## src/rtl/core/vart_pkg.sv

```systemverilog
package vart_pkg;

  localparam int COORD_WIDTH  = 32;
  localparam int ANGLE_WIDTH  = 17;
  localparam int K_WIDTH      = 32;
  localparam int K_FRAC       = 30;
  localparam int FIFO_DEPTH   = 4;
  localparam int CFG_IDX_W    = 2;
  localparam int DIV_W        = 31;
  localparam int RECIP_W      = 39;
  localparam int RECIP_LO     = 19;

  localparam int FULL_TURN    = 46080;
  localparam int THREE_QUART  = 34560;
  localparam int HALF_TURN    = 23040;
  localparam int QUARTER_TURN = 11520;
  localparam int EIGHTH_TURN  = 5760;
  localparam longint RAD_PER_UNIT = 149922641;

  typedef logic signed [COORD_WIDTH-1:0] coord_t;
  typedef logic signed [K_WIDTH-1:0]     coef_t;

  localparam coef_t ONE_Q30 = 32'sh4000_0000;

  localparam logic [1:0] AXIS_X = 2'd0;
  localparam logic [1:0] AXIS_Y = 2'd1;
  localparam logic [1:0] AXIS_Z = 2'd2;

  localparam logic [CFG_IDX_W-1:0] CFG_ANGLE = 2'd0;
  localparam logic [CFG_IDX_W-1:0] CFG_AXIS  = 2'd1;

  typedef struct packed {
    coord_t vertex_x;
    coord_t vertex_y;
    coord_t vertex_z;
    logic   first_vertex;
    logic   last_vertex;
  } in_item_t;

  typedef struct packed {
    coord_t rotated_x;
    coord_t rotated_y;
    coord_t rotated_z;
    coord_t box_min_x;
    coord_t box_min_y;
    coord_t box_min_z;
    coord_t box_max_x;
    coord_t box_max_y;
    coord_t box_max_z;
    logic   pass_done;
  } out_item_t;

  typedef struct packed {
    coef_t sine;
    coef_t cosine;
  } sc_pair_t;

  // classified item: the turning pair, the passing coordinate, its coefficients
  typedef struct packed {
    coord_t     a;
    coord_t     b;
    coord_t     p;
    coef_t      kc;
    coef_t      ks;
    coef_t      nks;
    logic [1:0] axis;
    logic       first;
    logic       last;
  } q_item_t;

  typedef enum logic [2:0] {
    SC_IDLE,
    SC_REDUCE,
    SC_THETA,
    SC_SQUARE,
    SC_MUL,
    SC_DIV,
    SC_ACC,
    SC_MAP
  } sc_state_t;

  // reciprocals of the taylor divisors n*(n+1): floor(2^39 / d) + 1,
  // exact floor quotient for any dividend below 2^31
  function automatic logic [RECIP_W-1:0] series_recip(input logic cos_ph,
                                                      input logic [2:0] k);
    logic [RECIP_W-1:0] m;
    m = '0;
    if (cos_ph) begin
      case (k)
        3'd0: m = 39'd274877906945;
        3'd1: m = 39'd45812984491;
        3'd2: m = 39'd18325193797;
        3'd3: m = 39'd9817068106;
        3'd4: m = 39'd6108397933;
        3'd5: m = 39'd4164816772;
        default: m = '0;
      endcase
    end else begin
      case (k)
        3'd0: m = 39'd91625968982;
        3'd1: m = 39'd27487790695;
        3'd2: m = 39'd13089424141;
        3'd3: m = 39'd7635497416;
        3'd4: m = 39'd4997780127;
        default: m = '0;
      endcase
    end
    return m;
  endfunction

endpackage

```

## src/rtl/core/vart_front.sv

```systemverilog
module vart_front
  import vart_pkg::*;
(
  input  logic       clk,
  input  logic       rst_n,
  input  logic       in_valid,
  input  in_item_t   in_item,
  output logic       in_stall,
  input  logic       axis_we,
  input  logic [1:0] axis_wdata,
  input  logic       sc_busy,
  input  sc_pair_t   sc_pair,
  input  logic       fifo_full,
  output logic       push,
  output q_item_t    push_item
);

  logic [1:0] axis_r;
  logic       idle_r;
  sc_pair_t   act_r;
  sc_pair_t   kp;
  logic       accept;

  assign in_stall = sc_busy || fifo_full;
  assign accept   = in_valid && !in_stall;
  assign push     = accept;

  // coefficients latch when a pass opens
  assign kp = idle_r ? sc_pair : act_r;

  always_comb begin
    push_item.first = in_item.first_vertex;
    push_item.last  = in_item.last_vertex;
    push_item.axis  = axis_r;
    case (axis_r)
      AXIS_X: begin
        push_item.a = in_item.vertex_y;
        push_item.b = in_item.vertex_z;
        push_item.p = in_item.vertex_x;
      end
      AXIS_Y: begin
        push_item.a = in_item.vertex_z;
        push_item.b = in_item.vertex_x;
        push_item.p = in_item.vertex_y;
      end
      default: begin
        push_item.a = in_item.vertex_x;
        push_item.b = in_item.vertex_y;
        push_item.p = in_item.vertex_z;
      end
    endcase
    if (axis_r == AXIS_X || axis_r == AXIS_Y || axis_r == AXIS_Z) begin
      push_item.kc  = kp.cosine;
      push_item.ks  = kp.sine;
      push_item.nks = -kp.sine;
    end else begin
      // identity turn: exact pass-through after rounding
      push_item.kc  = ONE_Q30;
      push_item.ks  = '0;
      push_item.nks = '0;
    end
  end

  always_ff @(posedge clk) begin
    if (!rst_n) begin
      axis_r <= AXIS_X;
      idle_r <= 1'b1;
      act_r  <= '{sine: '0, cosine: ONE_Q30};
    end else begin
      if (axis_we) axis_r <= axis_wdata;
      if (accept) begin
        if (idle_r) act_r <= sc_pair;
        idle_r <= in_item.last_vertex;
      end
    end
  end

endmodule

```

## config.mk

```make
export PLATFORM = sky130hd
export DESIGN_NAME = vart_front
export DESIGN_NICKNAME = d
export VERILOG_FILES = /design/src/rtl/core/vart_pkg.sv /design/src/rtl/core/vart_front.sv
export SDC_FILE = /design/constraint.sdc
export NUM_CORES = 1
export LEC_CHECK = 0
export BUFFER_PORTS_ARGS = -buffer_cell sky130_fd_sc_hd__buf_4
export CAP_MARGIN = 20
export CORE_AREA = 4 4 139 141
export CTS_BUF_LIST = sky130_fd_sc_hd__clkbuf_8 sky130_fd_sc_hd__clkbuf_16
export CTS_CLUSTER_SIZE = 10
export DETAILED_ROUTE_END_ITERATION = 10
export DIE_AREA = 0 0 143 145
export PLACE_DENSITY = 0.79
export SETUP_SLACK_MARGIN = 0.05
export SLEW_MARGIN = 20
export SYNTH_ARGS = -nofsm -noshare
export SYNTH_HDL_FRONTEND = slang
export SYNTH_SLANG_ARGS = --single-unit
```

## constraint.sdc

```tcl
create_clock -name clk -period 3.9 [get_ports clk]
set_input_delay 0.78 -clock clk [delete_from_list [all_inputs] [get_ports clk]]
set_output_delay 0.78 -clock clk [all_outputs]
set_load 0.01 [all_outputs]
```

Word-level counts from Yosys, hierarchy flattened
Index checks and enable logic that the tools add are counted.
{ "word_totals": {"wordCells": 16, "reg_bits": 67, "latch_bits": 0, "romBits": 0, "mem_count": 0, "ramBits": 0, "out_inout_bits": 198} }
{ "classes": {"muxes": 3, "addsub": 1, "n_reduce_logical": 6, "eq_ne": 2, "n_shift": 0, "bitwise_logic": 0, "n_lt_le_gt_ge": 0, "multipliers": 0, "div_mod_pow": 0} }
{ "op_table": {"columns": ["op", "n"], "rows": [
  ["one-hot mux 96 bit (2 select lines)", 1],
  ["two-way mux 96 bit", 1],
  ["two-way mux 64 bit", 1],
  ["negation 32 bit", 1],
  ["logical OR 1 bit", 3],
  ["equality test 2 x 1 -> 1 bit (second input constant)", 1],
  ["equality test 2 bit (second input constant)", 1],
  ["logical NOT 2 bit", 1],
  ["logical AND 1 bit", 1],
  ["logical NOT 1 bit", 1]
]} }

Logic depth before layout (Yosys ltp)
{ "logic_depth": {"ltp_word": 4, "mapped_depth": 12} }

Least setup slack after synthesis
No wires, ideal clock.
{ "synth_timing": {"path_type": "flip-flop to output port", "startpoint": "reg idle_r", "endpoint": "out push_item[30] (netlist bit)", "setup_slack_ns": -0.108, "stages_incl_launch_ff": 13, "required_time_ns": 3.120, "arrival_time_ns": 3.228, "cell_sequence": "dfxtp_1 -> buf_6 -> buf_2 -> buf_1 -> buf_1 -> buf_2 -> mux2i_1 -> ha_1 -> o211ai_1 -> clkbuf_1 -> nor4_1 -> nand4_1 -> mux2_1"} }
{ "synth_rtl": {"columns": ["item", "line", "source"], "rows": [
  ["from (decl)", "vart_front.sv:19", "logic idle_r;"],
  ["from (signal assigned)", "vart_front.sv:73", "idle_r <= in_item.last_vertex;"],
  ["to (decl)", "vart_front.sv:15", "output q_item_t push_item"]
]} }

==> metrics.json <==
{
  "crit_arrival": {"value": 3.01, "unit": "ns"},
  "dr_vias": {"value": 7911},
  "antenna-diode-count": {"value": 0},
  "status": {"value": "finished clean"},
  "hold_violations": {"value": 0},
  "p_leak": {"value": 4.66, "unit": "nW"},
  "dieHeight": {"value": 145, "unit": "um"},
  "gr_util_all_layers": {"value": 0.234},
  "grt_overflow_total": {"value": 0},
  "gp_congestion": {"value": 0.977},
  "cts_tree": {"value": "yes"},
  "fin_worst_hold_slack": {"value": 0.464, "unit": "ns"},
  "dp_hpwl": {"value": 20400, "unit": "um"},
  "timing.critical_path.max_delay_family": {"value": "simple AND/OR/NAND/NOR gates"},
  "cellPowerDensity": {"value": 263, "unit": "nW/um^2"},
  "yosys_most_used_dff": {"value": "dfxtp_1"},
  "pre_cts_ws": {"value": 0.111, "unit": "ns"},
  "wl": {"value": 26100, "unit": "um"},
  "internal_reg_to_reg_setup_slack": {"value": 2.17, "unit": "ns"},
  "synth-async-reset-ratio": {"value": 0},
  "max_cap_violations": {"value": 0},
  "initial_core_util": {"value": 0.362},
  "number_of_antenna_violations_at_the_first_check_in_global_routing": {"value": 0},
  "timing.critical_path.cells": {"value": "buf_16 > or4_1 > a222oi_1 > nand4_1 > or3_1 > mux2_4 > buf_4"},
  "net_count_synth": {"value": 1099},
  "yosys.cell_types.count": {"value": 54},
  "totalPowerFinal": {"value": 2.59, "unit": "mW"},
  "timing.critical_path.to_type": {"value": "output port"},
  "critical_path_buf_inv_count": {"value": 2},
  "final.setup.tns": {"value": 0, "unit": "ns"},
  "setup_slack": {"value": 0.110, "unit": "ns"},
  "synth_cells": {"value": 928},
  "rsz0062_at_grt": {"value": "yes"},
  "fin_nets": {"value": 1423},
  "clock_insertion_delay_worst_skew": {"value": 0.34, "unit": "ns"},
  "count_of_nets_left_with_antenna_violations_after_detail_routing": {"value": 0},
  "synth.top_cells.by_area": {"value": "mux2i_1, dfxtp_1, nand2_1"},
  "share_of_post_route_cells_with_drive_strength_above_1": {"value": 0.340},
  "die_w": {"value": 143, "unit": "um"},
  "max_slew.worst_pin.slew": {"value": 0.659, "unit": "ns"},
  "synth_largest_type_area_fraction": {"value": 0.249},
  "hold_class": {"value": "flop to flop"},
  "top_level_ports": {"value": 368},
  "synthesis.yosys.warnings": {"value": 0},
  "vdd_drop_max": {"value": 0.000296, "unit": "V"},
  "worstSetupPathType": {"value": "flop to output port"},
  "routed_wire_length_per_instance": {"value": 17.5, "unit": "um"},
  "fp.dieArea": {"value": 20700, "unit": "um^2"},
  "skew": {"value": 0.00883, "unit": "ns"},
  "final_max_slew_violation_count": {"value": 0},
  "synth-edff-count": {"value": 0},
  "synth_area_leader_cell": {"value": "mux2i_1"},
  "port_buffers": {"value": 365},
  "grt_pass1_wl": {"value": 39700, "unit": "um"},
  "clock-sinks": {"value": 67},
  "max_stage_delay": {"value": 0.58, "unit": "ns"},
  "initialDrtViolationCount": {"value": 418},
  "num_rows": {"value": 49},
  "clk_root_buf": {"value": "clkbuf_16"},
  "core": {"value": 18000, "unit": "um^2"},
  "clk_path_buf_depth": {"value": 2},
  "final-setup-viol-count": {"value": 0},
  "worst-endpoint-required": {"value": 3.12, "unit": "ns"},
  "post_cts_hold_buffer_count": {"value": 0},
  "timing.fmax": {"value": 264, "unit": "MHz"},
  "fill_cells": {"value": 1677},
  "number_of_global_route_vias_before_repair": {"value": 7507},
  "cell_with_the_largest_stage_delay_on_the_worst_path": {"value": "or4_1"},
  "areaGrowthSynthToFinish": {"value": 51.3, "unit": "%"},
  "finalNonFillerCells": {"value": 1486},
  "synth.cell_area": {"value": 6510, "unit": "um^2"},
  "deepest_level_of_the_cts_h_tree": {"value": 3},
  "max-slew-margin-rel": {"value": 0.550},
  "part_of_the_yosys_area_used_for_sequential_elements": {"value": 0.206},
  "detail_route.first_pass.iterations": {"value": 6},
  "crit_path_start_kind": {"value": "flop"},
  "cts_buf_count": {"value": 9},
  "maximum_number_of_pins_on_one_net_before_global_route_repair": {"value": 195},
  "post-route-period-util": {"value": 0.972},
  "synth-seq-cells": {"value": 67},
  "critPathMaxFanout": {"value": 22},
  "clkSlewWorstSetupHoldPaths": {"value": 0.06, "unit": "ns"},
  "dpl.cell_count": {"value": 1464},
  "drt-vias-per-instance": {"value": 5.32},
  "drc_errors": {"value": 0},
  "final.min_clock_period": {"value": 3.79, "unit": "ns"},
  "post_synth.cell_area_avg": {"value": 7.01, "unit": "um^2"}
}
## placed cells by master, fill, tap and decap left out, types with 4 or more instances in the layout
master | Yosys | layout
a21boi_0 | 53 | 53
a21oi_1 | 10 | 10
and2_1 | 10 | 8
buf_12 | 0 | 6
buf_4 | 3 | 384
clkbuf_16 | 0 | 9
dfxtp_1 | 67 | 64
mux2_2 | 5 | 5
mux2i_1 | 162 | 162
nand2_1 | 230 | 229
nand4_1 | 4 | 4
nor2_1 | 89 | 89
nor3_1 | 16 | 16
nor3b_1 | 8 | 8
o211a_1 | 10 | 10
o21ai_0 | 103 | 103
or3_1 | 9 | 9
xnor2_1 | 11 | 11
xor2_1 | 5 | 5
## per-layer routing
layer  global-route usage  share of wire  up-vias
met2                0.414           0.50      359
met1                0.254           0.36     3608
met5                    0              0        -
li1                     -              -     3874
met4                0.103          0.042        0
met3               0.0750          0.099       70
## area by class of cell
class | instances | area [um^2] | area share
Inverter | 1 | 3.75 | 0.000381
Tap cell | 229 | 287 | 0.0291
Clock inverter | 6 | 58.8 | 0.00598
Clock buffer | 10 | 239 | 0.0243
Multi-Input combinational cell | 781 | 4860 | 0.494
Timing Repair Buffer | 392 | 3040 | 0.309
Sequential cell | 67 | 1350 | 0.137
## flip-flops by register name (all words and copies together), names as in the netlist
register,cells
axis_r,2
idle_r,1
act_r,64
## tightest hold or removal path, delay by kind of cell (launching register included)
kind | cells | cell delay (ns)
AOI/OAI and AO/OA | 1 | 0.06
DFF | 1 | 0.30
and+or+nand+nor | 1 | 0.05
## metrics by stage
step	area (um^2)	utilization
finish	9840	0.548
global route	9840	0.548
CTS	9760	0.543
detailed placement	9440	0.525
global placement	9440	0.525
floorplan	6520	-
## report_power, final
| part | internal [mW] | switching (mW) |
|---|---|---|
| sequential | 0.710 | 0.0213 |
| combinational | 0.524 | 0.520 |
| clock | 0.507 | 0.311 |
## logic make-up (layout without fill, tap and decap cells)
family / Yosys count / in the layout / share of synthesized area
simple gates: 396 / 396 / 0.265
compound gates: 197 / 197 / 0.190
mux: 171 / 171 / 0.265
buf+inv: 80 / 409 / 0.0506
flops: 67 / 67 / 0.206
xor+xnor: 16 / 16 / 0.0215
fa+ha+maj: 1 / 1 / 0.00192
## synthesized netlist by cell type, types with 8 or more instances
master,n
mux2i_1,162
and2_1,10
nor3b_1,8
nand2_1,230
a21boi_0,53
or3_1,9
a21oi_1,10
o211a_1,10
dfxtp_1,67
o21ai_0,103
nor2_1,89
buf_2,8
clkbuf_1,53
buf_1,14
nor3_1,16
xnor2_1,11
## what timing repair did
item / CTS / global route
pin swaps: 0 / 2
setup endpoints to repair: 4 / 6
gates resized for setup: 0 / 2
hold endpoints to repair: 0 / 0
setup buffers: 1 / 5
## final timing paths
check | start | to | depth (start not counted)
setup / recovery | idle_r | push_item[31] | 7
hold reg to reg | act_r[61] | act_r[61] | 2
setup reg to reg | idle_r | act_r[2] | 5
hold / removal | act_r[61] | act_r[61] | 2
Note: power is estimated with default switching activity, not from simulation.
