==> src/rtl/core/vart_pkg.sv <==
package vart_pkg;

  localparam int COORD_WIDTH  = 32;
  localparam int ANGLE_WIDTH  = 17;
  localparam int K_WIDTH      = 32;
  localparam int K_FRAC       = 30;
  localparam int FIFO_DEPTH   = 4;
  localparam int CFG_IDX_W    = 2;
  localparam int DIV_W        = 31;
  localparam int RECIP_W      = 39;
  localparam int RECIP_LO     = 19;

  localparam int FULL_TURN    = 46080;
  localparam int THREE_QUART  = 34560;
  localparam int HALF_TURN    = 23040;
  localparam int QUARTER_TURN = 11520;
  localparam int EIGHTH_TURN  = 5760;
  localparam longint RAD_PER_UNIT = 149922641;

  typedef logic signed [COORD_WIDTH-1:0] coord_t;
  typedef logic signed [K_WIDTH-1:0]     coef_t;

  localparam coef_t ONE_Q30 = 32'sh4000_0000;

  localparam logic [1:0] AXIS_X = 2'd0;
  localparam logic [1:0] AXIS_Y = 2'd1;
  localparam logic [1:0] AXIS_Z = 2'd2;

  localparam logic [CFG_IDX_W-1:0] CFG_ANGLE = 2'd0;
  localparam logic [CFG_IDX_W-1:0] CFG_AXIS  = 2'd1;

  typedef struct packed {
    coord_t vertex_x;
    coord_t vertex_y;
    coord_t vertex_z;
    logic   first_vertex;
    logic   last_vertex;
  } in_item_t;

  typedef struct packed {
    coord_t rotated_x;
    coord_t rotated_y;
    coord_t rotated_z;
    coord_t box_min_x;
    coord_t box_min_y;
    coord_t box_min_z;
    coord_t box_max_x;
    coord_t box_max_y;
    coord_t box_max_z;
    logic   pass_done;
  } out_item_t;

  typedef struct packed {
    coef_t sine;
    coef_t cosine;
  } sc_pair_t;

  // classified item: the turning pair, the passing coordinate, its coefficients
  typedef struct packed {
    coord_t     a;
    coord_t     b;
    coord_t     p;
    coef_t      kc;
    coef_t      ks;
    coef_t      nks;
    logic [1:0] axis;
    logic       first;
    logic       last;
  } q_item_t;

  typedef enum logic [2:0] {
    SC_IDLE,
    SC_REDUCE,
    SC_THETA,
    SC_SQUARE,
    SC_MUL,
    SC_DIV,
    SC_ACC,
    SC_MAP
  } sc_state_t;

  // reciprocals of the taylor divisors n*(n+1): floor(2^39 / d) + 1,
  // exact floor quotient for any dividend below 2^31
  function automatic logic [RECIP_W-1:0] series_recip(input logic cos_ph,
                                                      input logic [2:0] k);
    logic [RECIP_W-1:0] m;
    m = '0;
    if (cos_ph) begin
      case (k)
        3'd0: m = 39'd274877906945;
        3'd1: m = 39'd45812984491;
        3'd2: m = 39'd18325193797;
        3'd3: m = 39'd9817068106;
        3'd4: m = 39'd6108397933;
        3'd5: m = 39'd4164816772;
        default: m = '0;
      endcase
    end else begin
      case (k)
        3'd0: m = 39'd91625968982;
        3'd1: m = 39'd27487790695;
        3'd2: m = 39'd13089424141;
        3'd3: m = 39'd7635497416;
        3'd4: m = 39'd4997780127;
        default: m = '0;
      endcase
    end
    return m;
  endfunction

endpackage

==> src/rtl/core/vart_fifo.sv <==
module vart_fifo
  import vart_pkg::*;
#(
  parameter int DEPTH = FIFO_DEPTH
) (
  input  logic    clk,
  input  logic    rst_n,
  input  logic    push,
  input  q_item_t wdata,
  output logic    full,
  input  logic    pop,
  output q_item_t rdata,
  output logic    nonempty
);

  localparam int PW = (DEPTH > 1) ? $clog2(DEPTH) : 1;
  localparam int CW = $clog2(DEPTH + 1);

  q_item_t         mem [DEPTH];
  logic [PW-1:0]   wr_ptr_r, rd_ptr_r;
  logic [CW-1:0]   count_r;

  assign full     = (count_r == CW'(DEPTH));
  assign nonempty = (count_r != '0);
  assign rdata    = mem[rd_ptr_r];

  always_ff @(posedge clk) begin
    if (push) mem[wr_ptr_r] <= wdata;
  end

  always_ff @(posedge clk) begin
    if (!rst_n) begin
      wr_ptr_r <= '0;
      rd_ptr_r <= '0;
      count_r  <= '0;
    end else begin
      if (push) wr_ptr_r <= (wr_ptr_r == PW'(DEPTH - 1)) ? '0 : wr_ptr_r + PW'(1);
      if (pop)  rd_ptr_r <= (rd_ptr_r == PW'(DEPTH - 1)) ? '0 : rd_ptr_r + PW'(1);
      if (push && !pop)      count_r <= count_r + CW'(1);
      else if (pop && !push) count_r <= count_r - CW'(1);
    end
  end

endmodule

==> config.mk <==
export PLATFORM = sky130hd
export DESIGN_NAME = vart_fifo
export DESIGN_NICKNAME = d
export VERILOG_FILES = /design/src/rtl/core/vart_pkg.sv /design/src/rtl/core/vart_fifo.sv
export SDC_FILE = /design/constraint.sdc
export NUM_CORES = 1
export LEC_CHECK = 0
export BUFFER_PORTS_ARGS = -buffer_cell sky130_fd_sc_hd__buf_4
export CAP_MARGIN = 20
export CORE_MARGIN = 2
export CORE_UTILIZATION = 40
export DETAILED_ROUTE_END_ITERATION = 10
export PLACE_DENSITY_LB_ADDON = 0.15
export SYNTH_ARGS = -nofsm -noshare
export SYNTH_HDL_FRONTEND = slang
export SYNTH_SLANG_ARGS = --single-unit
export TNS_END_PERCENT = 20
==> constraint.sdc <==
create_clock -name clk -period 5 [get_ports clk]
set_input_delay 0.25 -clock clk [delete_from_list [all_inputs] [get_ports clk]]
set_output_delay 0.25 -clock clk [all_outputs]
set_load 0.02 [all_outputs]
# Word level (Yosys, flattened, before mapping)
# Memory sizes are Yosys's and may differ from the RTL's. A register that Yosys moved wholly into a read port is not among the register bits.
# Index checks and enable logic that the tools add are counted.
[word_totals]
output_inout_bits = 198
mem_count = 1
ramBits = 784
elab_cells = 25
inputBits = 200
register_bits = 7
[op_classes]
n_addsub = 4
eq_ne = 3
muxes = 8
reduce_logical = 6
[memory_table]
columns = ["name", "words", "word_bits", "rd", "rd_clocked_by_memory_dff", "wr", "line_no", "text"]
rows = [
  ["mem", 4, 196, 1, 1, 1, "vart_fifo.sv:19", "q_item_t mem [DEPTH];"],
]
[op_table]
columns = ["cell", "count"]
rows = [
  ["$mux 2", 4],
  ["$mux 3", 2],
  ["$add 2x1->2 const B", 2],
  ["$eq 2x2->1 const B", 2],
  ["$add 3x1->3 const B", 1],
  ["$eq 3x3->1 const B", 1],
  ["$reduce_bool 3->1", 1],
  ["$sub 3x1->3 const B", 1],
  ["$logic_and 1x1->1", 2],
  ["$logic_not 1->1", 2],
  ["$mux 1", 2],
  ["$reduce_bool 2->1", 1],
]

# Longest topological paths before layout
# Gate-level depths: netlist of the first run.
[depth]
depth_word = 4
mapped_depth = 7
depth_no_buf = 7

# Least setup slack after synthesis of the first run
# No wires, ideal clock.
[synth_timing]
kind = "flip-flop to flip-flop"
from = "register wr_ptr_r[0]"
to = "memory mem[0][0] in the netlist's numbering, enable pin"
path_slack_ns = -0.581
path_stages_with_launch = 4
period_less_slack_ns = 5.581
n_path_buf = 0
required_ns = 4.420
arrival_time_ns = 5.002
setup_time_ns = 0.580
path_cell_list = "dfxtp_1 -> inv_1 -> ha_1 -> and2_1"
[synth_lines]
columns = ["item", "line_no", "text"]
rows = [
  ["start, declared", "vart_fifo.sv:20", "logic [PW-1:0] wr_ptr_r, rd_ptr_r;"],
  ["start signal, assigned", "vart_fifo.sv:37", "if (push) wr_ptr_r <= (wr_ptr_r == PW'(DEPTH - 1)) ? '0 : wr_ptr_r + PW'(1);"],
  ["end, declared", "vart_fifo.sv:19", ""],
]
# No word-level cell before the write port.

==> results of run 1 <==
## through the flow
step	cell area [µm²]	utilization, %
3_5_place_dp	32900	46.1
6_report	37700	52.8
3_3_place_gp	32900	46.1
2_1_floorplan	28700	-
5_1_grt	37700	52.8
4_1_cts	37700	52.8
## sequential cells by signal, indices dropped and copies added (netlist names), named ones only
signal / cells
mem: 784
count_r: 3
rd_ptr_r: 2
wr_ptr_r: 2
## layer usage
metal,vias to the layer above,track usage [%]
met3,78,4.52
li1,5965,-
met4,6,4.70
met1,7169,21.3
met5,-,0
met2,361,26.3
## worst paths after layout
check	startpoint	end	slack [ns]	depth (start not counted)
hold / removal	wdata[60]	mem[2][60]	0.37	2
hold reg to reg	count_r[2]	count_r[2]	0.53	2
setup reg to reg	wr_ptr_r[0]	mem[1][53]	2.70	3
setup / recovery	register	rdata[123]	1.92	3
## placed cells by master, fill, tap and decap left out, types with 2 or more instances in the layout
cell / Yosys / routed
buf_12: 0 / 12
buf_4: 0 / 404
clkinv_1: 0 / 16
or3_1: 2 / 2
clkinv_8: 0 / 3
mux4_2: 196 / 196
dfxtp_4: 0 / 2
nor2b_1: 5 / 5
clkinvlp_4: 0 / 2
inv_6: 0 / 2
clkbuf_1: 6 / 13
diode_2: 0 / 2
clkinv_2: 0 / 16
clkbuf_16: 0 / 86
and2_4: 0 / 4
edfxtp_1: 784 / 784
inv_1: 4 / 4
bufinv_16: 0 / 12
ha_1: 6 / 6
mux2i_1: 4 / 4
dfxtp_1: 9 / 7
dlygate4sd3_1: 0 / 199
## cell type report
cell class | instances | area [µm²] | area share (%)
clock buffer | 99 | 2200 | 5.84
timing repair buffer | 615 | 5270 | 14.0
antenna | 2 | 5.00 | 0.0133
clock inverter | 51 | 582 | 1.54
multi-input combinational | 227 | 4690 | 12.4
tap | 950 | 1190 | 3.15
inverter | 4 | 15.0 | 0.0399
sequential | 793 | 23700 | 63.0
## kinds of logic after synthesis
family          synth area share, %
simple gates                  0.318
mux                            15.5
flops                          82.6
fa+ha+maj                     0.331
compound gates               0.0697
xor+xnor                     0.0610
buf+inv                        1.16
## power by group through the flow
stage / clock network (mW) / logic (mW) / registers, mW
global placement: 0 / 1.57 / 7.84
floorplan: 0 / 0.876 / 7.85
CTS: 6.42 / 1.73 / 7.72
detailed placement: 0 / 1.58 / 7.86
finish: 6.24 / 1.69 / 7.71
global route: 6.67 / 1.80 / 7.74
## what timing repair did
item                                   CTS  global route
resized for setup                        0             0
hold buffers                           199             0
buffers inserted                         0             0
endpoints found under the hold margin  793             0
==> results_dict.tcl, run 1 <==
set metrics [dict create \
    outcome "completed" \
    grt_max_degree 95 \
    holdWs_ns 0.373 \
    die_h_um 272 \
    swShare_pct 22.0 \
    yosysUniqueCellTypes 21 \
    ioPinCount 398 \
    worstMarginPinSlew_ns 1.03 \
    pwr-share-seq_pct 49.3 \
    synth_top_area_cell "edfxtp_1" \
    skew_ns 0.0160 \
    htree_levels 3 \
    netlist_instances 1068 \
    relSlewSlack_pct 31.7 \
    dieArea_mm2 0.0740 \
    cp_slowest_stage_delay_ns 0.92 \
    dr.pass1.iters 5 \
    p_sw_mw 3.45 \
    wl_met1_um 24900 \
    synth_edf_count 784 \
    route.met2.wl_um 29700 \
    yosysMostFrequentCell "edfxtp_1" \
    insertion_delay_ns 0.62 \
    rows 98 \
    via_count 13600 \
    yosys_warnings 0 \
    hold_violations 0 \
    path_cells "buf_12 -> mux4_2 -> buf_4" \
    critical_path_class "reg -> out" \
    power.leakage_nw 12.7 \
    met3_length_um 4240 \
    cts_buffer_depth 3 \
    power_frac_clock_pct 39.9 \
    crit_buf_inv 2 \
    dpl_worst_slack_ns 2.42 \
    clkTransAtPathRegs_ns 0.06 \
    hold_path.class "in -> reg" \
    crit_arrival_ns 2.83 \
    synth.area.top_cells "edfxtp_1, mux4_2, buf_6, dfxtp_1, buf_2" \
    layout.cells.non_filler 2741 \
    portBuffers 397 \
    grt_usage_pct 16.1 \
    vias_per_cell 4.95 \
    final-setup-viol-count 0 \
    grt_overflow 0 \
    finalCritPeriodShare_pct 61.5 \
    antenna_found_initial 4 \
    synth_top_area_share_pct 81.9 \
    start_util_pct 40.3 \
    irDropWorstVdd_mv 0.354 \
    synth.avg_cell_area_um2 26.9 \
    grt_pass1_wl_um 89900 \
    crit_path_end_kind "output pin" \
    drc 0 \
    async_reset_ff_share_pct 0 \
    syn2layout_area_growth_pct 31.1 \
    maxSlewViolCount 0 \
    die_w_um 272 \
    crit_family "flip-flops" \
    p_int_mw 12.2 \
    setup_tns_ns 0 \
    synthTopCellsByCount "edfxtp_1, mux4_2, buf_2" \
    dr.max_layer_used "met5" \
    rsz0062_at_grt "false" \
    layout-drive-gt1-share_pct 41.3 \
    cts_root_buffer "clkbuf_16" \
    cp.required_ns 4.75 \
    synth_area_mm2 0.0287 \
    cts.sinks 793 \
    synthFlopType "edfxtp_1" \
    dpl.cell_count 2390 \
    nets 1932 \
    ys_ff_latch 793 \
    max_freq_mhz 325 \
    first_global_vias 14800 \
    coreArea_mm2 0.0714 \
    combPwrFrac_pct 10.8 \
    power_mw 15.6 \
    path_max_fanout 49 \
    maxCapViolations 0 \
    worst_path_max_delay_cell "dfxtp_4" \
    cts_buffers 84 \
    powerDensity_mw_per_mm2 415 \
    syn-num-nets 1275 \
    yosysSeqAreaShare_pct 82.6 \
    setup_ws_ns 1.92 \
    fin_crit_ns 3.08 \
    cts_tree "done" \
    wl_per_cell_um 21.9 \
    routabilityCongestion 0.709 \
    cp-start-kind "register" \
    wl_um 60000 \
    fill_cells 5655 \
    dp_hpwl_um 34500 \
    first_iter_violations 870 \
    ant_nets 0 \
]
No activity file was read; power rests on OpenSTA's default activity.
==> inputs of run 2 (changes only) <==
clock period = 2.65 ns   (was 5 ns; I/O delays follow)
==> run 2 against run 1 <==
Net effect:
- utilization rose by 0.35 points
- via count rose by 0.84%
- clock skew fell by 0.00090 ns
- die area did not move
- critical path depth rose by 1
- sequential power rose by 88%
- final cell count rose by 1.3%
- clock-buffer cell count fell by 2
- global-route usage rose by 0.28 points
- power rose by 83%
- clock power rose by 75%
- cell area rose by 0.67%
==> results_dict.tcl, run 2 (synthesis results as in run 1) <==
set metrics [dict create \
    relSlewSlack_pct 51.7 \
    largest_register "mem" \
    clkTransAtPathRegs_ns 0.06 \
    dp_hpwl_um 38100 \
    grt_pass1_wl_um 91300 \
    cts_buffer_depth 3 \
    start_util_pct 40.3 \
    die_h_um 272 \
    irDropWorstVdd_mv 0.539 \
    final_common_cell "edfxtp_1" \
    dpl.cell_count 2419 \
    die_w_um 272 \
    skew_ns 0.0151 \
    portBuffers 397 \
    grt_max_degree 91 \
    insertion_delay_ns 0.62 \
    cp.required_ns 2.52 \
    power_mw 28.7 \
    post_cts_resize_count 0 \
    ioPinCount 398 \
    fin_crit_ns 2.39 \
    largest_reg_flops 784 \
    antenna_found_initial 5 \
    wl_um 60900 \
    cts.sinks 793 \
    final-setup-viol-count 0 \
    first_iter_violations 684 \
    path_max_fanout 33 \
    fill_cells 5642 \
    max_freq_mhz 419 \
    hold_violations 0 \
    hold_path.class "in -> reg" \
    cts_buffers 84 \
    drc 0 \
    worst_path_max_delay_cell "mux4_2" \
    crit_arrival_ns 2.25 \
    coreArea_mm2 0.0714 \
    seq_area_mm2 0.0237 \
    maxCapViolations 0 \
    layout.cells.non_filler 2778 \
    critical_path_class "reg -> out" \
    outcome "completed" \
    via_count 13700 \
    cts_root_buffer "clkbuf_16" \
    largest_registers "mem: 784 flops, count_r: 3 flops" \
    power.leakage_nw 12.8 \
    dieArea_mm2 0.0740 \
    grt_overflow 0 \
    cp_slowest_stage_delay_ns 0.57 \
    rsz0062_at_grt "false" \
    ant_nets 0 \
    syn2layout_area_growth_pct 32.0 \
    worstMarginPinSlew_ns 0.725 \
    htree_levels 3 \
    path_cells "buf_12 -> buf_12 -> mux4_2 -> buf_4" \
    finalCritPeriodShare_pct 90.0 \
    crit_path_end_kind "output pin" \
    maxSlewViolCount 0 \
    nets 1968 \
    cp-start-kind "register" \
    finalCoreUtilization_pct 53.1 \
    grt_usage_pct 16.4 \
    multi_input_area_mm2 0.00469 \
    rows 98 \
    dr.pass1.iters 4 \
    final_cell_mix "edfxtp_1, buf_4, dlygate4sd3_1, mux4_2, clkbuf_16" \
    routabilityCongestion 0.716 \
    vias_per_cell 4.93 \
    wl_per_cell_um 21.9 \
    crit_path_frequent_cell "buf_12" \
    powerDensity_mw_per_mm2 757 \
    first_global_vias 15000 \
    cts_tree "done" \
    layout-drive-gt1-share_pct 41.8 \
]
-- run 2: cell count changes in the layout (fill, tap and decap cells not counted) --
cell / previous run / this run
clkinv_1: 16 / 28
inv_16: 0 / 4
clkinvlp_4: 2 / 5
clkbuf_16: 86 / 85
inv_6: 2 / 3
buf_12: 12 / 28
buf_4: 404 / 423
clkinv_2: 16 / 9
diode_2: 2 / 4
clkbuf_1: 13 / 12
dlygate4sd3_1: 199 / 200
clkinv_8: 3 / 0
bufinv_16: 12 / 3
-- run 2: routing by layer --
layer | wire (µm) | vias to the layer above | track usage, %
met3 | 3950 | 90 | 4.60
met2 | 31200 | 347 | 27.7
met5 | 14 | - | 0
met4 | 1260 | 4 | 5.06
met1 | 24400 | 7201 | 20.7
li1 | - | 6051 | -
-- run 2: metrics by stage --
step / area (µm²) / setup slack [ns] / TNS [ns] / hold slack [ns]
final: 37900 / 0.264 / 0 / 0.245
after global routing: 37900 / 0.143 / 0 / 0.223
after CTS: 37900 / 0.0202 / 0 / 0.200
after detailed placement: 33300 / 0.711 / 0 / 0.335
after global placement: 33300 / 0.728 / 0 / 0.331
after floorplan: 28700 / -0.733 / -284.15 / 0.231
-- run 2: worst paths after layout --
path	from	to	slack [ns]	cells past startpoint
setup / recovery	register	rdata[77]	0.26	4
hold / removal	wdata[98]	mem[1][98]	0.24	2
setup reg to reg	wr_ptr_r[0]	mem[0][49]	0.87	5
hold reg to reg	count_r[2]	count_r[2]	0.52	2
-- run 2: cell type report --
| class | count | area share, % |
|---|---|---|
| sequential | 793 | 62.6 |
| timing repair buffer | 651 | 15.1 |
| multi-input combinational | 227 | 12.4 |
| clock buffer | 97 | 5.73 |
| tap | 950 | 3.13 |
| clock inverter | 52 | 1.01 |
| inverter | 4 | 0.0396 |
| antenna | 4 | 0.0264 |
-- run 2: worst max-delay path: cells and delay by family, from the launching register on --
family	cells	cell delay, ns
buf+inv	3	0.61
flops	1	0.36
mux	1	0.57
-- run 2: timing repair --
action	CTS	global route
setup buffers	0	6
endpoints found under the hold margin	796	0
hold buffers	200	0
endpoints found under the setup margin	0	11
-- run 2: power breakdown --
part	switching (mW)	internal [mW]
clock network	4.67	6.19
registers	0.115	14.4
logic	1.74	1.59
total	6.53	22.2
==> inputs of run 3 (changes only) <==
REMOVE_ABC_BUFFERS = 1   (was not set)
==> run 3 against run 2 <==
Net effect:
- final cell count decreased by 0.25%
- sequential power barely moved
- worst hold slack better by 0.0011 ns
- utilization is essentially flat
- die area is the same
- first-iteration DRC count is 9.5% higher
- largest power group unchanged
- via count hardly changed
- combinational power about the same
- register-to-register slack got worse by 0.04 ns
==> results_dict.tcl, run 3 (synthesis results as in run 1) <==
set metrics [dict create \
    r2r_setup_slack_ns 0.83 \
    placed_area_mm2 0.0333 \
    final_cell_mix "edfxtp_1, buf_4, dlygate4sd3_1, mux4_2, clkbuf_16" \
    cts_tree "done" \
    antenna_found_initial 6 \
    path_max_fanout 22 \
    maxSlewViolCount 0 \
    hold_path.class "in -> reg" \
    min_delay_worst_endpoint "mem[3][34]" \
    finalCoreUtilization_pct 53.2 \
    routabilityCongestion 0.725 \
    dr.pass1.iters 5 \
    coreArea_mm2 0.0714 \
    cts_buffers 85 \
    nets 1964 \
    largest_register "mem" \
    via_count 13700 \
    wl_per_cell_um 22.3 \
    holdWs_ns 0.246 \
    dp_hpwl_um 37300 \
    largest_registers "mem: 784 flops, count_r: 3 flops" \
    layout-drive-gt1-share_pct 42.0 \
    reg2reg_from "wr_ptr_r[0]" \
    first_global_vias 15100 \
    rsz0062_at_grt "false" \
    first_iter_violations 749 \
    rows 98 \
    grt_pass1_wl_um 92400 \
    grt_max_degree 78 \
    layout.cells.non_filler 2771 \
    fill_cells 5657 \
    die_w_um 272 \
    cts_buffer_depth 3 \
    dpl_worst_slack_ns 0.782 \
    start_util_pct 40.3 \
    finalCritPeriodShare_pct 90.8 \
    ioPinCount 398 \
    dpl.cell_count 2421 \
    max_freq_mhz 415 \
    syn2layout_area_growth_pct 32.1 \
    wl_um 61800 \
    vias_per_cell 4.94 \
    largest_reg_flops 784 \
    cts_root_buffer "clkbuf_16" \
    maxCapViolations 0 \
    dieArea_mm2 0.0740 \
    r2r-end "mem[3][33]" \
    outcome "completed" \
    die_h_um 272 \
    final-setup-viol-count 0 \
    hold_violations 0 \
    post_cts_resize_count 0 \
    cts.sinks 793 \
    critical_path_class "reg -> out" \
    final_common_cell "edfxtp_1" \
    irDropWorstVdd_mv 0.607 \
    relSlewSlack_pct 57.0 \
    insertion_delay_ns 0.63 \
    grt_overflow 0 \
    clkTransAtPathRegs_ns 0.06 \
    hold_depth 2 \
    crit_arrival_ns 2.27 \
    setup_ws_ns 0.243 \
    setup_tns_ns 0 \
    multi_input_area_mm2 0.00469 \
    hp-start "wdata[34]" \
    grt_usage_pct 16.8 \
    htree_levels 3 \
    cp-start-kind "register" \
    crit_path_end_kind "output pin" \
    power.leakage_nw 12.9 \
    skew_ns 0.0283 \
    fin_area_mm2 0.0380 \
    seq_area_mm2 0.0237 \
    cp.required_ns 2.52 \
    fin_crit_ns 2.41 \
    ant_nets 0 \
    worstMarginPinSlew_ns 0.644 \
    powerDensity_mw_per_mm2 769 \
    drc 0 \
    power_mw 29.2 \
    r2r_cells 3 \
    portBuffers 397 \
]
## run 3: changes by cell type in the layout (fill, tap and decap cells not counted), sizes merged
cell,before,now
buf,451,447
clkbuf,97,108
inv,11,9
clkinv,37,27
bufinv,3,6
dlygate4sd3,200,199
clkinvlp,5,2
diode,4,3
## run 3: worst max-delay path by stage
stage | startpoint | to | slack (ns) | depth (start not counted)
6_report | register | rdata[12] | 0.24 | 4
5_1_grt | register | rdata[12] | 0.1 | 4
4_1_cts | register | rdata[12] | 0.14 | 4
3_5_place_dp | wr_ptr_r[0] | mem[2][61] | 0.78 | 4
3_3_place_gp | wr_ptr_r[0] | mem[3][82] | 0.80 | 3
2_1_floorplan | register | rdata[0] | -6.42 | 1
## run 3: area by class of cell
type,instances,share of cell area [%]
clock inverter,40,1.10
tap,950,3.13
multi-input combinational,227,12.4
timing repair buffer,646,14.9
antenna,3,0.0198
clock buffer,108,5.94
sequential,793,62.5
inverter,4,0.0396
## run 3: critical path: stages (launching register included)
cell and delay (ns):
dfxtp_4 0.39, buf_12 0.23, buf_4 0.28, mux4_2 0.56
buf_4 0.18
## run 3: where the power goes
part / leakage [nW] / switching [mW] / total [mW] / internal [mW]
Combinational: 4.29 / 1.74 / 3.33 / 1.59
Sequential: 7.28 / 0.115 / 14.5 / 14.4
Clock: 1.30 / 4.74 / 11.4 / 6.63
Total: 12.9 / 6.60 / 29.2 / 22.6
## run 3: repair_timing
item,4_1_cts,5_1_grt
endpoints found under the hold margin,793,0
buffers inserted,0,0
hold buffers,199,0
endpoints found under the setup margin,0,0
## run 3: layer usage
layer | vias up | GRT usage, % | part of all wire (%)
li1 | 6030 | - | -
met1 | 7247 | 21.2 | 41
met2 | 326 | 28.7 | 51
met3 | 92 | 4.21 | 6.0
met4 | 6 | 4.80 | 1.9
met5 | - | 0 | 0.047
